**src/rtl/core/ddpd_pkg.sv**
```systemverilog
// ----------------------------------------------------------------------------
// ddpd_pkg
// Shared constants, types and helper functions of the differential-drive
// base PD controller: sine table, divider constants, saturation.
// ----------------------------------------------------------------------------
`default_nettype none

package ddpd_pkg;

  localparam int SINE_TABLE_DEPTH = 1024;
  localparam int DEPTH_LOG2       = $clog2(SINE_TABLE_DEPTH);
  localparam int QTR              = SINE_TABLE_DEPTH / 4;
  localparam int QTR_W            = DEPTH_LOG2 - 2;

  localparam longint Q30_ONE     = 64'sd1073741824;
  localparam longint HALF_PI_Q30 = 64'sd1686629713;
  localparam longint PI_Q20      = 64'sd3294199;
  localparam longint TWO_PI_Q20  = 64'sd6588397;
  localparam int     WRAP_STEPS  = 3;

  // heading offset into a positive angle, then index = round(a*depth / 2pi)
  localparam int     ANG_W    = 25;
  localparam int     N_W      = ANG_W + DEPTH_LOG2;
  localparam int     RECIP_W  = N_W - 22;
  localparam int     Q_W      = N_W - 22;
  localparam longint RECIP    = (64'sd1 <<< N_W) / TWO_PI_Q20;
  localparam longint HALF_REV = TWO_PI_Q20 / 2;
  localparam longint RND_R    = HALF_REV * RECIP;

  localparam int NST = 9;

  typedef logic [30:0] trig_t;
  typedef trig_t trig_tab_t [QTR];

  typedef struct packed {
    logic [31:0] trans_pos_gain;
    logic [31:0] trans_vel_gain;
    logic [31:0] rot_pos_gain;
    logic [31:0] rot_vel_gain;
    logic [31:0] inv_double_axle;
  } cfg_t;

  typedef struct packed {
    logic [NST-1:0] en;
    logic [NST-1:0] vld;
  } pipe_ctl_t;

  typedef enum logic [2:0] {
    REG_TRANS_POS = 3'd0,
    REG_TRANS_VEL = 3'd1,
    REG_ROT_POS   = 3'd2,
    REG_ROT_VEL   = 3'd3,
    REG_INV_AXLE  = 3'd4
  } reg_idx_e;

  localparam logic [31:0] RST_TRANS_POS = 32'd199884800;
  localparam logic [31:0] RST_TRANS_VEL = 32'd6684672;
  localparam logic [31:0] RST_ROT_POS   = 32'd15073280;
  localparam logic [31:0] RST_ROT_VEL   = 32'd327680;
  localparam logic [31:0] RST_INV_AXLE  = 32'd163840;

  function automatic longint clamp_unit(input longint v);
    longint r;
    r = v;
    if (v < 0) r = 0;
    if (v > Q30_ONE) r = Q30_ONE;
    return r;
  endfunction

  function automatic longint first_quad_t(input int r);
    longint rem;
    rem = longint'(r) * 4;
    return (rem * HALF_PI_Q30) / SINE_TABLE_DEPTH;
  endfunction

  function automatic longint sin_entry(input int r);
    longint t;
    longint t2;
    longint sa;
    t  = first_quad_t(r);
    t2 = (t * t) >>> 30;
    sa = Q30_ONE;
    sa = Q30_ONE - ((t2 * sa) >>> 30) / 156;
    sa = Q30_ONE - ((t2 * sa) >>> 30) / 110;
    sa = Q30_ONE - ((t2 * sa) >>> 30) / 72;
    sa = Q30_ONE - ((t2 * sa) >>> 30) / 42;
    sa = Q30_ONE - ((t2 * sa) >>> 30) / 20;
    sa = Q30_ONE - ((t2 * sa) >>> 30) / 6;
    return clamp_unit((t * sa) >>> 30);
  endfunction

  function automatic longint cos_entry(input int r);
    longint t;
    longint t2;
    longint ca;
    t  = first_quad_t(r);
    t2 = (t * t) >>> 30;
    ca = Q30_ONE;
    ca = Q30_ONE - ((t2 * ca) >>> 30) / 132;
    ca = Q30_ONE - ((t2 * ca) >>> 30) / 90;
    ca = Q30_ONE - ((t2 * ca) >>> 30) / 56;
    ca = Q30_ONE - ((t2 * ca) >>> 30) / 30;
    ca = Q30_ONE - ((t2 * ca) >>> 30) / 12;
    ca = Q30_ONE - ((t2 * ca) >>> 30) / 2;
    return clamp_unit(ca);
  endfunction

  function automatic trig_tab_t build_sin_tab();
    trig_tab_t tab;
    for (int i = 0; i < QTR; i++) begin
      tab[i] = trig_t'(sin_entry(i));
    end
    return tab;
  endfunction

  function automatic trig_tab_t build_cos_tab();
    trig_tab_t tab;
    for (int i = 0; i < QTR; i++) begin
      tab[i] = trig_t'(cos_entry(i));
    end
    return tab;
  endfunction

  localparam trig_tab_t SIN_TAB = build_sin_tab();
  localparam trig_tab_t COS_TAB = build_cos_tab();

  function automatic logic signed [31:0] sat32(input logic signed [63:0] v);
    logic signed [31:0] r;
    if (v > 64'sd2147483647) begin
      r = 32'sh7fffffff;
    end else if (v < -64'sd2147483648) begin
      r = 32'sh80000000;
    end else begin
      r = v[31:0];
    end
    return r;
  endfunction

endpackage

`default_nettype wire

```
**src/rtl/core/ddpd_cfg.sv**
```systemverilog
// ----------------------------------------------------------------------------
// ddpd_cfg
// APB register file holding the PD gains and the Jacobian coefficient.
// ----------------------------------------------------------------------------
`default_nettype none

module ddpd_cfg (
  input  wire logic          clk_i,
  input  wire logic          rst_ni,
  input  wire logic          psel,
  input  wire logic          penable,
  input  wire logic          pwrite,
  input  wire logic [4:0]    paddr,
  input  wire logic [31:0]   pwdata,
  output logic [31:0]        prdata,
  output logic               pready,
  output ddpd_pkg::cfg_t     cfg_o
);

  ddpd_pkg::cfg_t     cfg_q;
  ddpd_pkg::reg_idx_e idx;
  logic               wr;

  assign idx    = ddpd_pkg::reg_idx_e'(paddr[4:2]);
  assign wr     = psel && penable && pwrite;
  assign pready = 1'b1;
  assign cfg_o  = cfg_q;

  always_ff @(posedge clk_i or negedge rst_ni) begin
    if (!rst_ni) begin
      cfg_q.trans_pos_gain  <= ddpd_pkg::RST_TRANS_POS;
      cfg_q.trans_vel_gain  <= ddpd_pkg::RST_TRANS_VEL;
      cfg_q.rot_pos_gain    <= ddpd_pkg::RST_ROT_POS;
      cfg_q.rot_vel_gain    <= ddpd_pkg::RST_ROT_VEL;
      cfg_q.inv_double_axle <= ddpd_pkg::RST_INV_AXLE;
    end else if (wr) begin
      case (idx)
        ddpd_pkg::REG_TRANS_POS: cfg_q.trans_pos_gain  <= pwdata;
        ddpd_pkg::REG_TRANS_VEL: cfg_q.trans_vel_gain  <= pwdata;
        ddpd_pkg::REG_ROT_POS:   cfg_q.rot_pos_gain    <= pwdata;
        ddpd_pkg::REG_ROT_VEL:   cfg_q.rot_vel_gain    <= pwdata;
        ddpd_pkg::REG_INV_AXLE:  cfg_q.inv_double_axle <= pwdata;
        default: ;
      endcase
    end
  end

  always_comb begin
    case (idx)
      ddpd_pkg::REG_TRANS_POS: prdata = cfg_q.trans_pos_gain;
      ddpd_pkg::REG_TRANS_VEL: prdata = cfg_q.trans_vel_gain;
      ddpd_pkg::REG_ROT_POS:   prdata = cfg_q.rot_pos_gain;
      ddpd_pkg::REG_ROT_VEL:   prdata = cfg_q.rot_vel_gain;
      ddpd_pkg::REG_INV_AXLE:  prdata = cfg_q.inv_double_axle;
      default:                 prdata = 32'd0;
    endcase
  end

endmodule

`default_nettype wire

```
**config.mk**
```make
export PLATFORM = sky130hd
export DESIGN_NAME = ddpd_cfg
export DESIGN_NICKNAME = d
export VERILOG_FILES = /design/src/rtl/core/ddpd_pkg.sv /design/src/rtl/core/ddpd_cfg.sv
export SDC_FILE = /design/constraint.sdc
export NUM_CORES = 1
export LEC_CHECK = 0
export BUFFER_PORTS_ARGS = -buffer_cell sky130_fd_sc_hd__buf_2
export CORE_UTILIZATION = 51
export CTS_CLUSTER_DIAMETER = 80
export DETAILED_ROUTE_END_ITERATION = 10
export PLACE_DENSITY = 0.88
export SYNTH_ARGS = -nofsm -noshare
export SYNTH_HDL_FRONTEND = slang
export SYNTH_SLANG_ARGS = --single-unit
```
**constraint.sdc**
```tcl
create_clock -name clk_i -period 1.55 [get_ports clk_i]
set_clock_uncertainty 0.2 [all_clocks]
set_input_delay 0.0775 -clock clk_i [delete_from_list [all_inputs] [get_ports clk_i]]
set_output_delay 0.0775 -clock clk_i [all_outputs]
set_load 0.02 [all_outputs]
```
==> results of run 1 <==
[layout by cell type, fill, tap and decap left out, types with 2 or more instances in the layout]
cell type	n
clkbuf_8	2
nand2_1	2
clkbuf_16	17
buf_4	100
nor3b_4	2
dfrtp_1	139
mux2_4	37
nor2_4	2
a32oi_2	12
o21ai_1	28
mux2_2	154
dlygate4sd3_1	33
dfstp_2	21
clkinvlp_4	5
buf_6	5
a22oi_1	31
buf_12	12
clkinv_2	3
a32oi_1	19
buf_2	217
o21ai_2	4
clkbuf_1	3
nor2b_4	2
bufinv_16	2
[power by group]
part	internal, W	leakage (nW)	total (W)	switching, W
registers	0.00508	2.00	0.00578	0.000696
logic	0.00222	3.07	0.00484	0.00262
clock network	0.00245	0.268	0.00412	0.00168
[path summary, 6_finish.rpt]
check / slack [ns] / depth (start not counted) / to
max in group asynchronous: 0.31 / 3 / cfg_o[78]
setup reg to reg: 0.30 / 3 / cfg_o[54]
hold reg to reg: 0.33 / 1 / cfg_o[28]
hold / removal: 0.06 / 2 / cfg_o[117]
min in group clk_i: 0.17 / 5 / cfg_o[52]
setup / recovery: -0.33 / 4 / prdata[22]
[routing by layer]
layer  wire length, um  vias up  GRT usage, %
li1                  -     2604             -
met2             12600      409          54.3
met5                 0        -             0
met3              1830       94          7.87
met4               966        0          19.5
met1              9170     3205          38.3
[worst max-delay path: cells and delay by family (launching register included)]
kind                   cells  cell delay (ns)
buffers and inverters      1             0.18
flip-flops                 1             0.40
multiplexers               1             0.27
AO/OA/AOI/OAI              2             0.34
[timing repair]
| item | CTS | global route |
|---|---|---|
| resized for setup | 23 | 24 |
| hold buffers | 34 | 0 |
| hold endpoints to repair | 320 | 0 |
| setup buffers | 50 | 15 |
| endpoints found under the setup margin | 32 | 45 |
| pin swaps | 5 | 8 |
[cells by family after synthesis]
group / after synthesis
buffers and inverters: 43
AO/OA/AOI/OAI: 96
multiplexers: 192
AND/OR/NAND/NOR: 13
flip-flops: 160
other: 1
[cell type report]
| type | count | area, um2 |
|---|---|---|
| Sequential cell | 160 | 4030 |
| Fill cell | 808 | 3360 |
| Multi-Input combinational cell | 302 | 3270 |
| Timing Repair Buffer | 368 | 2480 |
| Clock buffer | 22 | 464 |
| Tap cell | 180 | 225 |
| Clock inverter | 10 | 113 |
| Inverter | 1 | 3.75 |
[metrics by stage]
| stage | instance area (um2) | power (W) |
|---|---|---|
| 6_report | 10600 | 0.0147 |
| 3_5_place_dp | 8970 | 0.00979 |
| 2_1_floorplan | 7330 | 0.00813 |
| 4_1_cts | 10300 | 0.0144 |
| 3_3_place_gp | 8970 | 0.00960 |
| 5_1_grt | 10600 | 0.0152 |
==> flow_summary_export.csv, run 1 <==
group,metric,value,unit
clocking,tritoncts,"yes",
finish,drive_above_1_share,69.6,%
worst_setup_path,timing.rr.start,"cfg_o[54]",
sta,setup_ws,-0.328,ns
finish,stdcell_count,1043,
clocking,path_clk_slew,0.06,ns
logic_synthesis,synth_mux_area_share,31.0,%
sta,drv_slew,0,
logic_synthesis,synth_area_leaders,"dfrtp_1 47%, mux2_2 25%, dfstp_2 7.5%",
finish,final_util,75.9,%
die,num_rows,43,
run_status,violations,"negative setup slack",
sta,slew_headroom,51.5,%
die,initial_core_util,52.6,%
logic_synthesis,synthFlopType,"dfrtp_1",
logic_synthesis,netlist_area,7330,um2
logic_synthesis,synth-simple-area-share,1.43,%
flow_run,max-cap-violations,0,
clocking,h-tree-depth,4,
worst_setup_path,worst-setup-path-type,"reg2out",
grt,grt_pass1_wl,35800,um
logic_synthesis,synth_top_family_by_area,"multiplexers",
routing,routed_wl,24500,um
place,port_buffers,231,
logic_synthesis,synth.most_common_cell,"mux2_2",
finish,final_nets,892,
clocking,cts_buffers,17,
grt,first_global_vias,6643,
power_and_ir_drop,leakagePower,5.33,nW
routing,drt_iter0_markers,499,
worst_setup_path,crit_required,1.27,ns
logic_synthesis,ys_warn_count,0,
place,place_ws,-0.199,ns
logic_synthesis,async_reset_ff_share,100,%
finish,syn_to_final_growth,44.3,%
logic_synthesis,post_synth_xor_area_fraction,0,%
routing,drt-vias-per-instance,6.05,
die,ios,235,
sta,fin_crit,1.88,ns
sta,hold_viol_final,0,
routing,drc_errors,0,
worst_setup_path,slowest_delay,0.40,ns
logic_synthesis,syn_avg_cell_area,14.5,um2
place,dp_hpwl,14200,um
worst_setup_path,critical_path.slowest_cell,"dfrtp_1",
sta,finalCritPeriodShare,121,%
logic_synthesis,synth_adder_area_share,0,%
clocking,clockBufferDepth,2,
sta,clock.fmax,532,MHz
logic_synthesis,ys_seq_area_share,55.0,%
logic_synthesis,syn-num-nets,547,
grt,antenna_found_initial,0,
routing,vias,6312,
logic_synthesis,synth_edf_count,0,
worst_setup_path,cp-startpoint,"cfg_o[54]",
worst_setup_path,crit_fanout,2,
sta,fin_tns_setup,-7.39,ns
power_and_ir_drop,ir_drop,0.894,mV
sta,worstMarginPinSlew,0.728,ns
sta,setup_viol,32,
routing,ant_nets,0,
logic_synthesis,synth_compound_area_share,9.30,%
sta,grt_setup_unrepaired,"yes",
clocking,clkSinkCount,160,
logic_synthesis,synth.top_cell.area_share,47.4,%
clocking,cts-root-buf,"clkbuf_16",
place,placedCellCount,912,
logic_synthesis,yosysUniqueCellTypes,25,
die,dieArea,14900,um2
power_and_ir_drop,power_density,1390,nW/um2
grt,grt_remaining_overflow,0,
worst_setup_path,end_kind,"output port",
run_status,status,"complete, but fails checks",
logic_synthesis,postSynthCellCount,505,
grt,grt_max_degree,67,
place,place_congestion,0.808,
worst_setup_path,critPathLaunchType,"register",
die,die_h,122,um
min_path,min_path_type,"in2async",
routing,routedWlPerCell,23.5,um
logic_synthesis,synth_common_cells,"161 x mux2_2, 139 x dfrtp_1, 32 x a32oi_1, 32 x o21ai_0, 31 x a22oi_1",
routing,drtPass1Iterations,5,
logic_synthesis,ys_ff_latch,160,
clocking,clock_latency,0.42,ns
sta,holdWs,0.0587,ns
grt,grtUsageTotal,32.7,%
die,die_w,122,um
worst_setup_path,crit_chain,"mux2_4, a32oi_1, o21ai_1, buf_4",
die,coreArea,13900,um2
finish,largest_reg_flops,160,
finish,antenna-diode-count,0,
logic_synthesis,synth_top_area_cell,"dfrtp_1",
worst_setup_path,worstPathArrival,1.60,ns
(Power assumes the default switching activity.)
==> inputs of run 2 (changes only) <==
==> constraint.sdc (replaced) <==
create_clock -name clk_i -period 1.55 [get_ports clk_i]
set_clock_uncertainty 0.2 [all_clocks]
set_input_delay 0 -clock clk_i [delete_from_list [all_inputs] [get_ports clk_i]]
set_output_delay 0 -clock clk_i [all_outputs]
set_load 0.02 [all_outputs]
==> run 2 against run 1 <==
Compared with the run above: the flow still finishes with violations (negative setup slack); critical path depth did not move; non-clock buffer count fell by 2; utilization fell by 0.57 points; sequential power barely moved; flip-flop and latch count did not move; routed wire length fell by 6.8%; critical endpoint unchanged.
==> flow_summary_export.csv, run 2 (synthesis gave the netlist of run 1 again) <==
group,metric,value,unit
worst_setup_path,critPathLaunchType,"register",
finish,final_nets,890,
finish,final_cell_area,10500,um2
die,ios,235,
run_status,violations,"negative setup slack",
flow_run,max-cap-violations,0,
finish,final_common_cell,"buf_2",
routing,drtPass1Iterations,5,
finish,largest_reg_flops,160,
routing,met2_length,11800,um
power_and_ir_drop,ir_drop,0.835,mV
sta,hold_viol_final,0,
finish,final_cell_mix,"212 x buf_2, 151 x mux2_2, 139 x dfrtp_1, 106 x buf_4, 40 x mux2_4",
routing,m1WireLength,8770,um
finish,regArea,4030,um2
routing,routed_wl,22900,um
routing,routedWlPerCell,22.0,um
worst_setup_path,end_kind,"output port",
place,port_buffers,231,
clocking,cts-root-buf,"clkbuf_16",
routing,drc_errors,0,
run_status,status,"complete, but fails checks",
routing,wl_met3,1610,um
die,dieArea,14900,um2
power_and_ir_drop,leakagePower,5.30,nW
sta,setup_ws,-0.259,ns
routing,vias,6165,
clocking,h-tree-depth,4,
power_and_ir_drop,power_density,1400,nW/um2
clocking,clkSinkCount,160,
worst_setup_path,worstPathArrival,1.61,ns
die,num_rows,43,
place,place_area,8920,um2
routing,routed.top_layer,"met4",
routing,drt-vias-per-instance,5.92,
worst_setup_path,crit_chain,"mux2_2, a32oi_1, o21ai_1, buf_2",
routing,drt_iter0_markers,435,
worst_setup_path,worst-setup-path-type,"reg2out",
grt,grt_remaining_overflow,0,
finish,antenna-diode-count,0,
clocking,clockBufferDepth,2,
place,place_congestion,0.852,
grt,grtUsageTotal,30.8,%
routing,ant_nets,0,
clocking,tritoncts,"yes",
clocking,cts_buffers,17,
finish,syn_to_final_growth,43.2,%
sta,setup_viol,32,
worst_setup_path,slowest_delay,0.38,ns
sta,clock.fmax,553,MHz
worst_setup_path,critical_path.slowest_cell,"dfrtp_1",
grt,grt_max_degree,52,
clocking,path_clk_slew,0.06,ns
grt,antenna_found_initial,0,
die,coreArea,13900,um2
sta,holdWs,0.127,ns
grt,grt_pass1_wl,34100,um
grt,first_global_vias,6470,
sta,finalCritPeriodShare,117,%
sta,grt_setup_unrepaired,"yes",
sta,drv_slew,0,
place,dp_hpwl,13800,um
finish,final_util,75.3,%
min_path,min_path_type,"in2reg",
finish,multiInputGateArea,3200,um2
worst_setup_path,crit_required,1.35,ns
die,initial_core_util,52.6,%
sta,fin_crit,1.81,ns
clocking,clock_latency,0.43,ns
die,die_h,122,um
finish,fill_cells,829,
worst_setup_path,crit_fanout,2,
die,die_w,122,um
finish,drive_above_1_share,68.5,%
run 2: cell count changes in the layout (fill, tap and decap cells not counted), sizes merged:
cell	delta
dlygate4sd3	+1
clkinv	+2
buf	-3
clkinvlp	-1
dlymetal6s4s	-1
run 2: layout make-up:
class	instances	area share (%)
well taps	180	2.15
clock buffers	21	4.39
repair buffers	366	23.5
multi-input cells	302	30.5
flip-flops and latches	160	38.4
inverters	1	0.0358
clock inverters	11	1.10
run 2: final timing paths:
kind	from	slack [ns]	cells past startpoint	to
hold / removal	paddr[3]	0.13	5	cfg_o[102]
min in group asynchronous	rst_ni	0.43	3	cfg_o[53]
setup / recovery	cfg_o[54]	-0.26	4	prdata[22]
hold reg to reg	cfg_o[44]	0.33	1	cfg_o[44]
max in group asynchronous	rst_ni	0.14	4	cfg_o[87]
setup reg to reg	cfg_o[74]	0.32	3	cfg_o[74]
run 2: power breakdown:
group / internal (W) / switching [W]
clock: 0.00244 / 0.00167
sequential: 0.00508 / 0.000674
combinational: 0.00223 / 0.00255
run 2: layer usage:
| layer | vias up | global-route usage (%) |
|---|---|---|
| li1 | 2599 | - |
| met1 | 3116 | 36.1 |
| met2 | 382 | 51.8 |
| met3 | 68 | 8.15 |
| met4 | 0 | 15.9 |
| met5 | - | 0 |
run 2: through the flow:
| step | power (W) | setup WS [ns] | TNS, ns | cells |
|---|---|---|---|---|
| after global placement | 0.00957 | -0.0453 | -1.35 | 905 |
| after floorplan | 0.00811 | 0.0837 | 0 | 505 |
| after global routing | 0.0152 | -0.267 | -6.54 | 1041 |
| after CTS | 0.0143 | -0.200 | -4.61 | 1018 |
| after detailed placement | 0.00975 | -0.0757 | -3.96 | 905 |
| final | 0.0146 | -0.259 | -4.69 | 1041 |
run 2: what timing repair did:
action | CTS | global route
endpoints found under the setup margin | 32 | 34
endpoints found under the hold margin | 320 | 0
gates resized for setup | 40 | 29
buffers inserted | 47 | 23
pin swaps | 6 | 13
hold buffers | 34 | 0
run 2: critical path, delay by kind of cell, from the launching register on:
kind / cells / cell delay [ns]
AO/OA/AOI/OAI: 2 / 0.36
buffers and inverters: 1 / 0.18
flip-flops: 1 / 0.38
multiplexers: 1 / 0.26
